<file path="src/hw/rtl/mma_pkg.sv">
// Shared types and constants for the Montgomery modular ALU.
// Used by the controller, the datapath and the top level.
`default_nettype none
package mma_pkg;

    localparam int WORD_W = 64;
    localparam int MOD_W  = 62;
    localparam int VAL_W  = 63;
    localparam int CFG_IDX_W = 2;

    typedef enum logic [1:0] {
        CFG_MODULUS   = 2'd0,
        CFG_NEG_INV   = 2'd1,
        CFG_R_SQUARED = 2'd2
    } cfg_reg_t;

    typedef enum logic [3:0] {
        CMD_CONV_IN  = 4'd0,
        CMD_CONV_OUT = 4'd1,
        CMD_ADD      = 4'd2,
        CMD_SUB      = 4'd3,
        CMD_MUL      = 4'd4,
        CMD_POW      = 4'd5,
        CMD_INV      = 4'd6,
        CMD_DIV      = 4'd7,
        CMD_NEG      = 4'd8
    } cmd_t;

    typedef enum logic [4:0] {
        DP_IDLE,
        DP_CAPTURE,
        DP_ADD,
        DP_SUB,
        DP_NEG,
        DP_CLEAR,
        DP_DIV_INT,
        DP_DIV_ONE,
        DP_DIV_EXP,
        DP_DIV_INV,
        DP_EXP_SET,
        DP_EXP_SHIFT,
        DP_MM_CI,
        DP_MM_OUT,
        DP_MM_AB,
        DP_MM_PB,
        DP_MM_BB,
        DP_MM_AP,
        DP_MUL_T,
        DP_MUL_Q,
        DP_MUL_P,
        DP_REDC_FIN,
        DP_POW_BASE_A,
        DP_POW_BASE_B,
        DP_PROD_FROM_R,
        DP_BASE_FROM_R,
        DP_RES_FROM_R,
        DP_RES_FROM_PROD,
        DP_RES_OUT,
        DP_PUBLISH
    } dp_op_t;

    typedef struct packed {
        logic mul_busy;
        logic div_busy;
        logic int_zero;
        logic e_zero;
        logic e_lsb;
    } dp_status_t;

    typedef enum logic [4:0] {
        S_IDLE,
        S_DISPATCH,
        S_CI_WAIT,
        S_PW_EXP,
        S_PW_EWAIT,
        S_PW_ODIV,
        S_PW_OWAIT,
        S_PW_ONE,
        S_PW_LOOP,
        S_PW_MULD,
        S_PW_SQ,
        S_PW_SQC,
        S_PW_SQD,
        S_MM_T,
        S_MM_TW,
        S_MM_QW,
        S_MM_PW,
        S_RES_R,
        S_OUT_FIN,
        S_DONE
    } ctrl_state_t;

endpackage
`default_nettype wire

</file>
<file path="src/hw/rtl/mma_ctrl.sv">
// Controller state machine: sequences commands, Montgomery multiplies and
// the square-and-multiply loop; drives dp_op_t commands, uses mma_pkg.
`default_nettype none
module mma_ctrl (
    input  wire logic                 clk,
    input  wire logic                 rst_n,
    input  wire logic                 in_valid,
    output logic                      in_stall,
    input  wire logic [3:0]           cmd,
    output logic                      out_valid,
    input  wire logic                 out_stall,
    input  wire mma_pkg::dp_status_t  status,
    output mma_pkg::dp_op_t           op
);
    import mma_pkg::*;

    ctrl_state_t state_reg, state_next;
    ctrl_state_t ret_reg, ret_next;
    logic [3:0]  cmd_reg, cmd_next;
    logic        out_valid_reg, out_valid_next;

    always_ff @(posedge clk or negedge rst_n)
    begin
        if (!rst_n)
        begin
            state_reg     <= S_IDLE;
            ret_reg       <= S_IDLE;
            cmd_reg       <= '0;
            out_valid_reg <= 1'b0;
        end
        else
        begin
            state_reg     <= state_next;
            ret_reg       <= ret_next;
            cmd_reg       <= cmd_next;
            out_valid_reg <= out_valid_next;
        end
    end

    // next state
    always_comb
    begin
        state_next = state_reg;
        case (state_reg)
            S_IDLE:
                if (in_valid)
                    state_next = S_DISPATCH;
            S_DISPATCH:
            begin
                case (cmd_t'(cmd_reg))
                    CMD_CONV_IN:  state_next = status.int_zero ? S_DONE : S_CI_WAIT;
                    CMD_CONV_OUT: state_next = S_MM_T;
                    CMD_MUL:      state_next = S_MM_T;
                    CMD_POW:      state_next = S_PW_EXP;
                    CMD_INV:      state_next = S_PW_EXP;
                    CMD_DIV:      state_next = S_PW_EXP;
                    default:      state_next = S_DONE;
                endcase
            end
            S_CI_WAIT:
                if (!status.div_busy)
                    state_next = S_MM_T;
            S_PW_EXP:   state_next = S_PW_EWAIT;
            S_PW_EWAIT:
                if (!status.div_busy)
                    state_next = S_PW_ODIV;
            S_PW_ODIV:  state_next = S_PW_OWAIT;
            S_PW_OWAIT:
                if (!status.div_busy)
                    state_next = S_MM_T;
            S_PW_ONE:   state_next = S_PW_LOOP;
            S_PW_LOOP:
            begin
                if (status.e_zero)
                    state_next = (cmd_t'(cmd_reg) == CMD_DIV) ? S_MM_T : S_DONE;
                else if (status.e_lsb)
                    state_next = S_MM_T;
                else
                    state_next = S_PW_SQ;
            end
            S_PW_MULD:  state_next = S_PW_SQ;
            S_PW_SQ:    state_next = S_PW_SQC;
            S_PW_SQC:   state_next = status.e_zero ? S_PW_LOOP : S_MM_T;
            S_PW_SQD:   state_next = S_PW_LOOP;
            S_MM_T:     state_next = S_MM_TW;
            S_MM_TW:
                if (!status.mul_busy)
                    state_next = S_MM_QW;
            S_MM_QW:
                if (!status.mul_busy)
                    state_next = S_MM_PW;
            S_MM_PW:
                if (!status.mul_busy)
                    state_next = ret_reg;
            S_RES_R:    state_next = S_DONE;
            S_OUT_FIN:  state_next = S_DONE;
            S_DONE:
                if (!out_valid_reg || !out_stall)
                    state_next = S_IDLE;
            default:    state_next = S_IDLE;
        endcase
    end

    // outputs
    always_comb
    begin
        op             = DP_IDLE;
        ret_next       = ret_reg;
        cmd_next       = cmd_reg;
        out_valid_next = out_valid_reg && out_stall;
        in_stall       = (state_reg != S_IDLE);
        case (state_reg)
            S_IDLE:
                if (in_valid)
                begin
                    op       = DP_CAPTURE;
                    cmd_next = cmd;
                end
            S_DISPATCH:
            begin
                case (cmd_t'(cmd_reg))
                    CMD_CONV_IN:  op = status.int_zero ? DP_CLEAR : DP_DIV_INT;
                    CMD_CONV_OUT:
                    begin
                        op       = DP_MM_OUT;
                        ret_next = S_OUT_FIN;
                    end
                    CMD_ADD:      op = DP_ADD;
                    CMD_SUB:      op = DP_SUB;
                    CMD_NEG:      op = DP_NEG;
                    CMD_MUL:
                    begin
                        op       = DP_MM_AB;
                        ret_next = S_RES_R;
                    end
                    CMD_POW:      op = DP_POW_BASE_A;
                    CMD_INV:      op = DP_POW_BASE_A;
                    CMD_DIV:      op = DP_POW_BASE_B;
                    default:      op = DP_CLEAR;
                endcase
            end
            S_CI_WAIT:
                if (!status.div_busy)
                begin
                    op       = DP_MM_CI;
                    ret_next = S_RES_R;
                end
            S_PW_EXP:
                op = (cmd_t'(cmd_reg) == CMD_POW) ? DP_DIV_EXP : DP_DIV_INV;
            S_PW_EWAIT:
                if (!status.div_busy)
                    op = DP_EXP_SET;
            S_PW_ODIV:  op = DP_DIV_ONE;
            S_PW_OWAIT:
                if (!status.div_busy)
                begin
                    op       = DP_MM_CI;
                    ret_next = S_PW_ONE;
                end
            S_PW_ONE:   op = DP_PROD_FROM_R;
            S_PW_LOOP:
            begin
                if (status.e_zero)
                begin
                    if (cmd_t'(cmd_reg) == CMD_DIV)
                    begin
                        op       = DP_MM_AP;
                        ret_next = S_RES_R;
                    end
                    else
                        op = DP_RES_FROM_PROD;
                end
                else if (status.e_lsb)
                begin
                    op       = DP_MM_PB;
                    ret_next = S_PW_MULD;
                end
            end
            S_PW_MULD:  op = DP_PROD_FROM_R;
            S_PW_SQ:    op = DP_EXP_SHIFT;
            S_PW_SQC:
                // skip the square once the exponent runs out
                if (!status.e_zero)
                begin
                    op       = DP_MM_BB;
                    ret_next = S_PW_SQD;
                end
            S_PW_SQD:   op = DP_BASE_FROM_R;
            S_MM_T:     op = DP_MUL_T;
            S_MM_TW:
                if (!status.mul_busy)
                    op = DP_MUL_Q;
            S_MM_QW:
                if (!status.mul_busy)
                    op = DP_MUL_P;
            S_MM_PW:
                if (!status.mul_busy)
                    op = DP_REDC_FIN;
            S_RES_R:    op = DP_RES_FROM_R;
            S_OUT_FIN:  op = DP_RES_OUT;
            S_DONE:
                if (!out_valid_reg || !out_stall)
                begin
                    op             = DP_PUBLISH;
                    out_valid_next = 1'b1;
                end
            default: ;
        endcase
    end

    assign out_valid = out_valid_reg;

endmodule
`default_nettype wire

</file>
<file path="config.mk">
export PLATFORM = sky130hd
export DESIGN_NAME = mma_ctrl
export DESIGN_NICKNAME = d
export VERILOG_FILES = /design/src/hw/rtl/mma_pkg.sv /design/src/hw/rtl/mma_ctrl.sv
export SDC_FILE = /design/constraint.sdc
export NUM_CORES = 1
export LEC_CHECK = 0
export ABC_AREA = 1
export BUFFER_PORTS_ARGS = -buffer_cell sky130_fd_sc_hd__buf_2
export CORE_ASPECT_RATIO = 1.1
export CORE_MARGIN = 2
export CORE_UTILIZATION = 57
export DETAILED_ROUTE_END_ITERATION = 12
export GPL_TIMING_DRIVEN = 0
export PLACE_DENSITY = 0.87
export SYNTH_ARGS = -nofsm -noshare
export SYNTH_HDL_FRONTEND = slang
export SYNTH_SLANG_ARGS = --single-unit
</file>
<file path="constraint.sdc">
create_clock -name clk -period 1.9 [get_ports clk]
set_input_delay 0.095 -clock clk [delete_from_list [all_inputs] [get_ports clk]]
set_output_delay 0.095 -clock clk [all_outputs]
set_load 0.02 [all_outputs]
</file>
* Word level (Yosys, flattened, before mapping)
Cells that the tools add are included.
** Word-level totals
- Register bits after elaboration :: 15
- Bits of input ports :: 13
- Output and inout bits :: 7
- Logic and storage cells :: 101
** Cells by class
- Eq/ne operators :: 40
- Multiplexer cells :: 39
- Reductions and logical operators :: 18
** Operator list (number)
- 5-bit two-way mux :: 22
- 5-bit one-hot mux with 18 select lines :: 1
- 5-bit one-hot mux with 17 select lines :: 1
- 5-bit by 4-bit equality test with 1-bit output, second input constant :: 8
- 5-bit one-hot mux with 8 select lines :: 1
- 5-bit one-hot mux with 5 select lines :: 1
- 5-bit by 3-bit equality test with 1-bit output, second input constant :: 4
- 5-bit equality test, second input constant :: 4
- 2-bit != test, second input constant :: 10
- 4-bit by 3-bit equality test with 1-bit output, second input constant :: 4
- 4-bit two-way mux :: 4
- 5-bit one-hot mux with 3 select lines :: 1
- 7-bit AND reduction :: 2
- 2-bit OR reduction :: 6
- 5-bit by 2-bit equality test with 1-bit output, second input constant :: 2
- 5-bit one-hot mux with 2 select lines :: 1
- 5-bit nonzero test :: 2
- 3-bit != test, second input constant :: 3
- 4-bit by 2-bit equality test with 1-bit output, second input constant :: 2
- 3-bit two-way mux :: 2
- 5-bit by 1-bit equality test with 1-bit output, second input constant :: 1
- 5-bit logical NOT :: 1
- 4-bit by 1-bit equality test with 1-bit output, second input constant :: 1
- 4-bit equality test, second input constant :: 1
- other kinds (8) :: 12

* Logic depth before layout (Yosys ltp)
Gate-level depths: netlist of run 1.
- Depth in word-level cells :: 4
- Depth in mapped cells :: 11
- Gate-level depth less buffers :: 11

* Worst setup path after synthesis of run 1
No wires, ideal clock.
- Path type :: reg2out
- Start :: reg state_reg[0]
- End :: out op[0]
- Arrival time :: 1.362 ns
- Data required time :: 1.805 ns
- Setup slack :: 0.443 ns
- Cell stages (with the launch flop) :: 8
- Path buffers :: 0
- Cells stage by stage :: dfrtp_1 > nor2_4 > nand2_2 > nor2_1 > nand2_1 > nand2_1 > nor3_1 > nand3_1
** On the way
- Word-level cells in the longest chain between the ends :: 3
- Elaborated cells on any way between the ends :: 23
- Those cells by class :: eq/ne: 19; mux: 1; reduce/logical: 3
** Ends and longest elaborated chain
- start, declared :: line mma_ctrl.sv:17 : ctrl_state_t state_reg, state_next;
- start signal, assigned :: line mma_ctrl.sv:33 : state_reg <= state_next;
- 5-bit by 4-bit equality test with 1-bit output (tied with other cells) :: line mma_ctrl.sv:112 : case (state_reg)
- 2-bit OR reduction (no source line)
- 5-bit one-hot mux with 18 select lines * :: line mma_ctrl.sv:112
- end, declared :: line mma_ctrl.sv:13 : output mma_pkg::dp_op_t op
Mark *: on every way between the ends. The rest lies on a longest branch, timed or not.

* Worst setup path in the final report of run 1
- Start :: reg state_reg[4]
- End :: out op[1]
Same word-level chain as after synthesis.

==> results of run 1 <==
==> area by class of cell <==
cell class | instances | area [um^2]
clock buffer | 3 | 22.52
clock inverter | 1 | 5.005
fill | 221 | 680.7
inverter | 30 | 112.6
multi-input combinational | 222 | 1082
sequential | 15 | 381.6
tap | 31 | 38.79
timing repair buffer | 29 | 172.7
==> cell families (layout without fill, tap and decap cells) <==
kind of cell	Yosys count	after routing	synth area share [%]
DFF	15	15	25.06
buffers and inverters	30	63	7.519
and+or+nand+nor	199	199	59.57
AOI/OAI and AO/OA	23	23	7.853
==> timing repair <==
item	in CTS	in global routing
hold buffers	1	0
setup buffers	0	9
endpoints found under the setup margin	5	5
hold endpoints to repair	15	0
pin swaps	0	4
gates resized for setup	13	17
==> per-stage QoR <==
step           cells  instance area, um^2  setup WS, ps  setup TNS (ps)
3_3_place_gp     317                 1632         61.51               0
3_5_place_dp     317                 1632         106.8               0
6_report         331                 1815         8.271               0
5_1_grt          331                 1815        -60.69          -141.9
2_1_floorplan    267                 1498         443.1               0
4_1_cts          322                 1698         3.678               0
==> final timing paths <==
path | start | to | slack [ps] | cells past startpoint
setup / recovery | state_reg[4] | op[1] | 8 | 6
hold / removal | cmd[1] | cmd_reg[1] | 50 | 3
setup reg to reg | state_reg[4] | ret_reg[4] | 250 | 8
hold reg to reg | ret_reg[0] | ret_reg[0] | 490 | 2
max in group asynchronous | rst_n | state_reg[0] | 1360 | 2
min in group asynchronous | rst_n | cmd_reg[2] | 240 | 2
==> power breakdown <==
group | switching [mW] | internal (mW)
Sequential | 0.195 | 0.468
Combinational | 1.39 | 0.728
Clock | 0.116 | 0.0786
==> worst max-delay path: cells and delay by family (launching register included) <==
kind | cells | cell delay, ps
buffers and inverters | 1 | 160
DFF | 1 | 490
and+or+nand+nor | 5 | 850
==> synth_stat cells <==
cell type,n,area (um^2)
sky130_fd_sc_hd__a21boi_1,1,7.510
sky130_fd_sc_hd__a21oi_1,9,45.04
sky130_fd_sc_hd__dfrtp_1,15,375.4
sky130_fd_sc_hd__inv_1,22,82.58
sky130_fd_sc_hd__inv_2,8,30.03
sky130_fd_sc_hd__nand2_1,85,319.1
sky130_fd_sc_hd__nand2_2,6,37.54
sky130_fd_sc_hd__nand2_4,2,22.52
sky130_fd_sc_hd__nand3_1,38,190.2
sky130_fd_sc_hd__nand3_2,1,10.01
sky130_fd_sc_hd__nand4_1,2,12.51
sky130_fd_sc_hd__nor2_1,48,180.2
sky130_fd_sc_hd__nor2_2,5,31.28
sky130_fd_sc_hd__nor2_4,4,45.04
sky130_fd_sc_hd__nor3_1,6,30.03
sky130_fd_sc_hd__nor3b_1,1,7.510
sky130_fd_sc_hd__o21ai_0,13,65.06
sky130_fd_sc_hd__or2_2,1,6.260
==> per-layer routing <==
| layer | part of all wire [%] | wire length, um |
|---|---|---|
| met1 | 42 | 1934 |
| met2 | 47 | 2192 |
| met3 | 6.9 | 321 |
| met4 | 4.2 | 195 |
| met5 | 0 | 0 |
==> metrics.cfg, run 1 <==
[cts]
clkLatencyLatePin_ps = 300
cts_root_buffer = sky130_fd_sc_hd__clkbuf_4
cts_tree = yes
ctsLongestPathBuffers = 2
cts-htree-levels = 1
cts_made_buffers = 3
clkSlewWorstSetupHoldPaths_ps = 100
clkSinkCount = 15

[grt]
grt_use_met3_pct = 5.155
met1_track_usage_gr_pct = 40.43
grt_antenna_before_repair = 0
grt_use_total_pct = 32.77
wire_length_of_the_first_global_routing_pass_um = 7279
grt_max_degree = 16
globalRoute.totalOverflow = 0
grt.busiest_layer = met2
met2_usage_pct = 54.82
via_count_of_the_first_global_routing_pass = 1666

[timing]
timing.final.crit_share_pct = 99.56
final-setup-viol-count = 0
final_hold_viol_count = 0
slew_violations = 0
max_slew_margin_pct = 74.25
grt_setup_unrepaired = true
period_minus_slack_ps = 1892
worstMarginPinSlew_ps = 386.3
worst_hold_margin_ps = 46.90
max_clock_freq_ghz = 0.5286
final.setup_skew_ps = 1.505

[placed_design]
portBuffers = 19
gpl.final_weighted_congestion = 0.9490
hpwlAfterDp_um = 3531

[detailed_routing]
drt.antenna.violating_nets = 0
first_iter_violations = 133
viasPerCell = 5.622
route.vias.total = 1861
avg_wl_per_cell_um = 14.03
drt_wl_total_um = 4644
drcViolationCount = 0
drt_pre_antenna_iters = 5

[worst_setup_path]
worst_path_most_repeated_cell = sky130_fd_sc_hd__nor3_1
sequence_of_cells_on_the_critical_path = nor2_1, nand2_1, nor3_1, nor3_1, nand3_1, buf_2
worstPathArrival_ps = 1800
cp_slowest_stage_delay_ps = 490
cpMaxStageDelayCell = sky130_fd_sc_hd__dfrtp_2
crit_type = reg2out
cp-end-kind = output port
crit_path_max_fanout = 7
worst_setup_path_start_kind = register
required_ps = 1800

[finish]
diodes = 0
mostFrequentLayoutCell = sky130_fd_sc_hd__nand2_1
layout.nets = 314
syn_to_final_growth_pct = 21.22
layout_common_cells = sky130_fd_sc_hd__nand2_1 (79), sky130_fd_sc_hd__nor2_1 (39), sky130_fd_sc_hd__nand3_1 (37)
fraction_of_final_layout_cells_with_drive_strength_greater_than_1_pct = 27.33
final_util_pct = 72.73

[logic_synthesis]
total_standard_cell_area_after_synthesis_um2 = 1498
yosysSeqAreaShare_pct = 25.06
yosysWarningCount = 0
synthCells = 267
yosys.cell_types.count = 18
post_synth_net_total = 280
postSynthRegisterBits = 15
mean_syn_cell_area_um2 = 5.609

[floorplanning]
chipHeight_um = 57.76
fp.coreArea_um2 = 2496
rows = 19
dieArea_um2 = 3054
die_x_um = 52.88
initial_utilization_pct = 60.00
floorplan.io_pins = 20

[power]
vdd.ir_drop.worst_v = 0.001285
finalPower_mw = 2.978
leakagePower_nw = 1.066
power_per_cell_area_nw_per_um2 = 1640

[run]
max-cap-violations = 0

[min_path]
hold_path.class = in2reg

[outcome]
outcome = completed

Note: power is estimated with default switching activity, not from simulation.
==> inputs of run 2 (changes only) <==
--- a/config.mk
+++ b/config.mk
@@ -11,6 +11,6 @@
 export CORE_MARGIN = 2
-export CORE_UTILIZATION = 57
+export CORE_UTILIZATION = 50
 export DETAILED_ROUTE_END_ITERATION = 12
 export GPL_TIMING_DRIVEN = 0
-export PLACE_DENSITY = 0.87
+export PLACE_DENSITY = 0.79
 export SYNTH_ARGS = -nofsm -noshare
--- a/constraint.sdc
+++ b/constraint.sdc
@@ -3,2 +3,2 @@
 set_output_delay 0.095 -clock clk [all_outputs]
-set_load 0.02 [all_outputs]
+set_load 0.1 [all_outputs]
==> metrics.cfg, run 2 (synthesis gave the netlist of run 1 again) <==
[outcome]
outcome = finished with violations
violations = negative setup slack

[timing]
grt_setup_unrepaired = true
period_minus_slack_ps = 1960
timing.final.crit_share_pct = 103.1
final-setup-viol-count = 4
final_hold_viol_count = 0
slew_violations = 0
final.setup_skew_ps = 5.170
max_slew_margin_pct = 68.06
final.setup.tns_ps = -111.3
minimum_setup_slack_in_the_final_design_ps = -59.73
worstMarginPinSlew_ps = 482.5
max_clock_freq_ghz = 0.5103

[placed_design]
portBuffers = 19
place_ws_ps = -114.9
hpwlAfterDp_um = 3673
gpl.final_weighted_congestion = 1.023
placed_cell_area_um2 = 1653

[grt]
via_count_of_the_first_global_routing_pass = 1719
grt_antenna_before_repair = 0
wire_length_of_the_first_global_routing_pass_um = 7645
grt_use_total_pct = 28.89
grt_max_degree = 16
globalRoute.totalOverflow = 0

[finish]
diodes = 0
layout_common_cells = sky130_fd_sc_hd__nand2_1 (70), sky130_fd_sc_hd__nor2_1 (34), sky130_fd_sc_hd__nand3_1 (31)
final_util_pct = 76.07
mostFrequentLayoutCell = sky130_fd_sc_hd__nand2_1
fraction_of_final_layout_cells_with_drive_strength_greater_than_1_pct = 38.51
layout.nets = 323
syn_to_final_growth_pct = 42.36
final_area_um2 = 2132

[worst_setup_path]
crit_type = reg2out
sequence_of_cells_on_the_critical_path = inv_6, nand3_1, nor2_2, nand2_2, nand4_1, buf_12
cpMaxStageDelayCell = sky130_fd_sc_hd__dfrtp_2
cp_slowest_stage_delay_ps = 510
worst_setup_path_start_kind = register
crit_path_max_fanout = 8
cp-end-kind = output port
required_ps = 1800
worstPathArrival_ps = 1860

[run]
max-cap-violations = 0

[detailed_routing]
drcViolationCount = 0
viasPerCell = 5.646
route.vias.total = 1931
first_iter_violations = 117
drt.antenna.violating_nets = 0
drt_wl_total_um = 5203
drt_pre_antenna_iters = 5
avg_wl_per_cell_um = 15.21

[floorplanning]
rows = 20
chipHeight_um = 61.40
dieArea_um2 = 3450
fp.coreArea_um2 = 2803
initial_utilization_pct = 53.44
floorplan.io_pins = 20
die_x_um = 56.19

[cts]
cts_root_buffer = sky130_fd_sc_hd__clkbuf_4
clkLatencyLatePin_ps = 290
clkSinkCount = 15
clkSlewWorstSetupHoldPaths_ps = 90
cts_made_buffers = 3
cts_tree = yes
cts-htree-levels = 1
ctsLongestPathBuffers = 2

[min_path]
hold_path.class = in2reg

[run 2: final cells by class]
cell class                      count  area, um^2
Clock buffer                        4       26.28
Fill cell                         227       670.6
Sequential cell                    15       385.4
Timing Repair Buffer               38       319.1
Tap cell                           33       41.29
Multi-Input combinational cell    222        1237
Inverter                           30       122.6
[run 2: repair_timing]
| action | CTS | global route |
|---|---|---|
| cloned | 0 | 0 |
| pin swaps | 5 | 21 |
| gates resized for setup | 41 | 52 |
| hold endpoints to repair | 15 | 0 |
| hold buffers | 1 | 0 |
| setup endpoints to repair | 5 | 5 |
| buffers inserted | 3 | 15 |
[run 2: routing by layer]
metal	up-vias	GRT usage, %	part of all wire (%)
li1	942	-	-
met1	850	34.11	40
met2	111	49.08	48
met3	28	6.092	7.4
met4	0	18.03	5.1
met5	-	0	0
[run 2: path summary, 6_finish.rpt]
path / startpoint / to / slack, ps / cells after the start
hold reg to reg: ret_reg[1] / ret_reg[1] / 480 / 2
min in group asynchronous: rst_n / cmd_reg[3] / 240 / 2
max in group asynchronous: rst_n / out_valid / 1370 / 2
setup / recovery: state_reg[4] / op[3] / -60 / 6
hold / removal: cmd[1] / cmd_reg[1] / 50 / 3
setup reg to reg: state_reg[1] / state_reg[1] / 100 / 10
[run 2: worst max-delay path, delay by kind of cell (launching register included)]
family / cells / cell delay, ps
flops: 1 / 510
simple gates: 4 / 710
buf+inv: 2 / 350
[run 2: metrics by stage]
stage                     cells  hold slack (ps)
after floorplan             267           -200.6
after global placement      319            13.13
after detailed placement    319            16.31
after CTS                   327            43.26
after global routing        342            51.19
final                       342            48.53
Power of run 2 is left out: the tool's default activity adds up to more than one toggle a clock period on the data nets, which glitch-free logic cannot reach.
==> inputs of run 3 (changes only) <==
SKIP_CTS_REPAIR_TIMING = 1   (was unset)
==> metrics.cfg, run 3 (synthesis gave the netlist of run 1 again) <==
[cts]
clkSinkCount = 15
cts_tree = yes
cts-htree-levels = 1
cts_made_buffers = 3
clkLatencyLatePin_ps = 290
cts_root_buffer = sky130_fd_sc_hd__clkbuf_4
ctsLongestPathBuffers = 2
clkSlewWorstSetupHoldPaths_ps = 90

[finish]
fraction_of_final_layout_cells_with_drive_strength_greater_than_1_pct = 35.86
layout_common_cells = sky130_fd_sc_hd__nand2_1 (73), sky130_fd_sc_hd__nor2_1 (34), sky130_fd_sc_hd__nand3_1 (32)
layout.nets = 318
final_area_um2 = 2052
stdcell_count = 337
diodes = 0
mostFrequentLayoutCell = sky130_fd_sc_hd__nand2_1
syn_to_final_growth_pct = 37.01

[placed_design]
portBuffers = 19
placed_cell_area_um2 = 1653
gpl.final_weighted_congestion = 1.023
placed_cells_incl_taps = 319
hpwlAfterDp_um = 3673

[timing]
final.setup_skew_ps = 2.323
period_minus_slack_ps = 1981
slew_violations = 0
final.setup.tns_ps = -187.6
final-setup-viol-count = 4
max_slew_margin_pct = 68.06
timing.final.crit_share_pct = 104.3
grt_setup_unrepaired = true
minimum_setup_slack_in_the_final_design_ps = -80.76
final_hold_viol_count = 0
max_clock_freq_ghz = 0.5049
worstMarginPinSlew_ps = 482.5

[worst_setup_path]
required_ps = 1800
worst_setup_path_start_kind = register
worstPathArrival_ps = 1890
reg2regPathDepth = 10
crit_path_max_fanout = 7
crit_type = reg2out
cp-end-kind = output port

[detailed_routing]
viasPerCell = 5.709
route.vias.total = 1924
wl_met2_um = 2350
drt.antenna.violating_nets = 0
drt_wl_total_um = 4948
dr_wl_met3_um = 381
first_iter_violations = 168
wl_met1_um = 1979
highest-signal-layer = met4
drt_pre_antenna_iters = 7
drcViolationCount = 0
avg_wl_per_cell_um = 14.68

[floorplanning]
fp.coreArea_um2 = 2803
floorplan.io_pins = 20
die_x_um = 56.19
rows = 20
initial_utilization_pct = 53.44
chipHeight_um = 61.40
dieArea_um2 = 3450

[min_path]
hold_path.class = in2reg
timing.hold.worst_path_depth = 3

[run]
max-cap-violations = 0

[grt]
via_count_of_the_first_global_routing_pass = 1610
globalRoute.totalOverflow = 0
grt_antenna_before_repair = 0
grt_max_degree = 16
grt_use_total_pct = 27.53
wire_length_of_the_first_global_routing_pass_um = 7293

[outcome]
outcome = finished with violations
violations = negative setup slack

[run 3: cell type report]
type,count,area [um^2]
flip-flops and latches,15,385.4
fillers,242,750.7
well taps,33,41.29
repair buffers,33,267.8
clock buffers,4,26.28
multi-input cells,222,1211
inverters,30,120.1
[run 3: critical path: stages (launching register included)]
cell and delay [ps]:
sky130_fd_sc_hd__dfrtp_2 500, sky130_fd_sc_hd__nand2_1 100, sky130_fd_sc_hd__inv_1 200, sky130_fd_sc_hd__nand3_1 240, sky130_fd_sc_hd__nand3_1 170, sky130_fd_sc_hd__nor3_2 40
sky130_fd_sc_hd__nand4_1 120, sky130_fd_sc_hd__buf_8 220
[run 3: path summary, 6_finish.rpt]
check | start | endpoint | slack [ps]
worst min register to register | ret_reg[1] | ret_reg[1] | 480
min in group asynchronous | rst_n | cmd_reg[1] | 240
worst max-delay path | state_reg[3] | op[3] | -80
worst min-delay path | cmd[1] | cmd_reg[1] | 50
worst max register to register | state_reg[1] | ret_reg[3] | 170
max in group asynchronous | rst_n | out_valid | 1380
[run 3: metrics by stage]
step | util [%] | hold WS, ps | worst slack (ps)
after global routing | 73.21 | 51.76 | -132.6
final | 73.21 | 47.44 | -80.76
after global placement | 58.97 | 13.13 | -153.5
after CTS | 59.91 | -301.6 | -435.4
after detailed placement | 58.97 | 16.31 | -114.9
after floorplan | - | -200.6 | -73.81
[run 3: layer usage]
metal  vias to the layer above  GRT usage (%)
met2                       100          47.23
met1                       864          33.33
met3                        32          5.462
li1                        928              -
met5                         -              0
met4                         0          14.63
Power of run 3 is left out for the same reason.
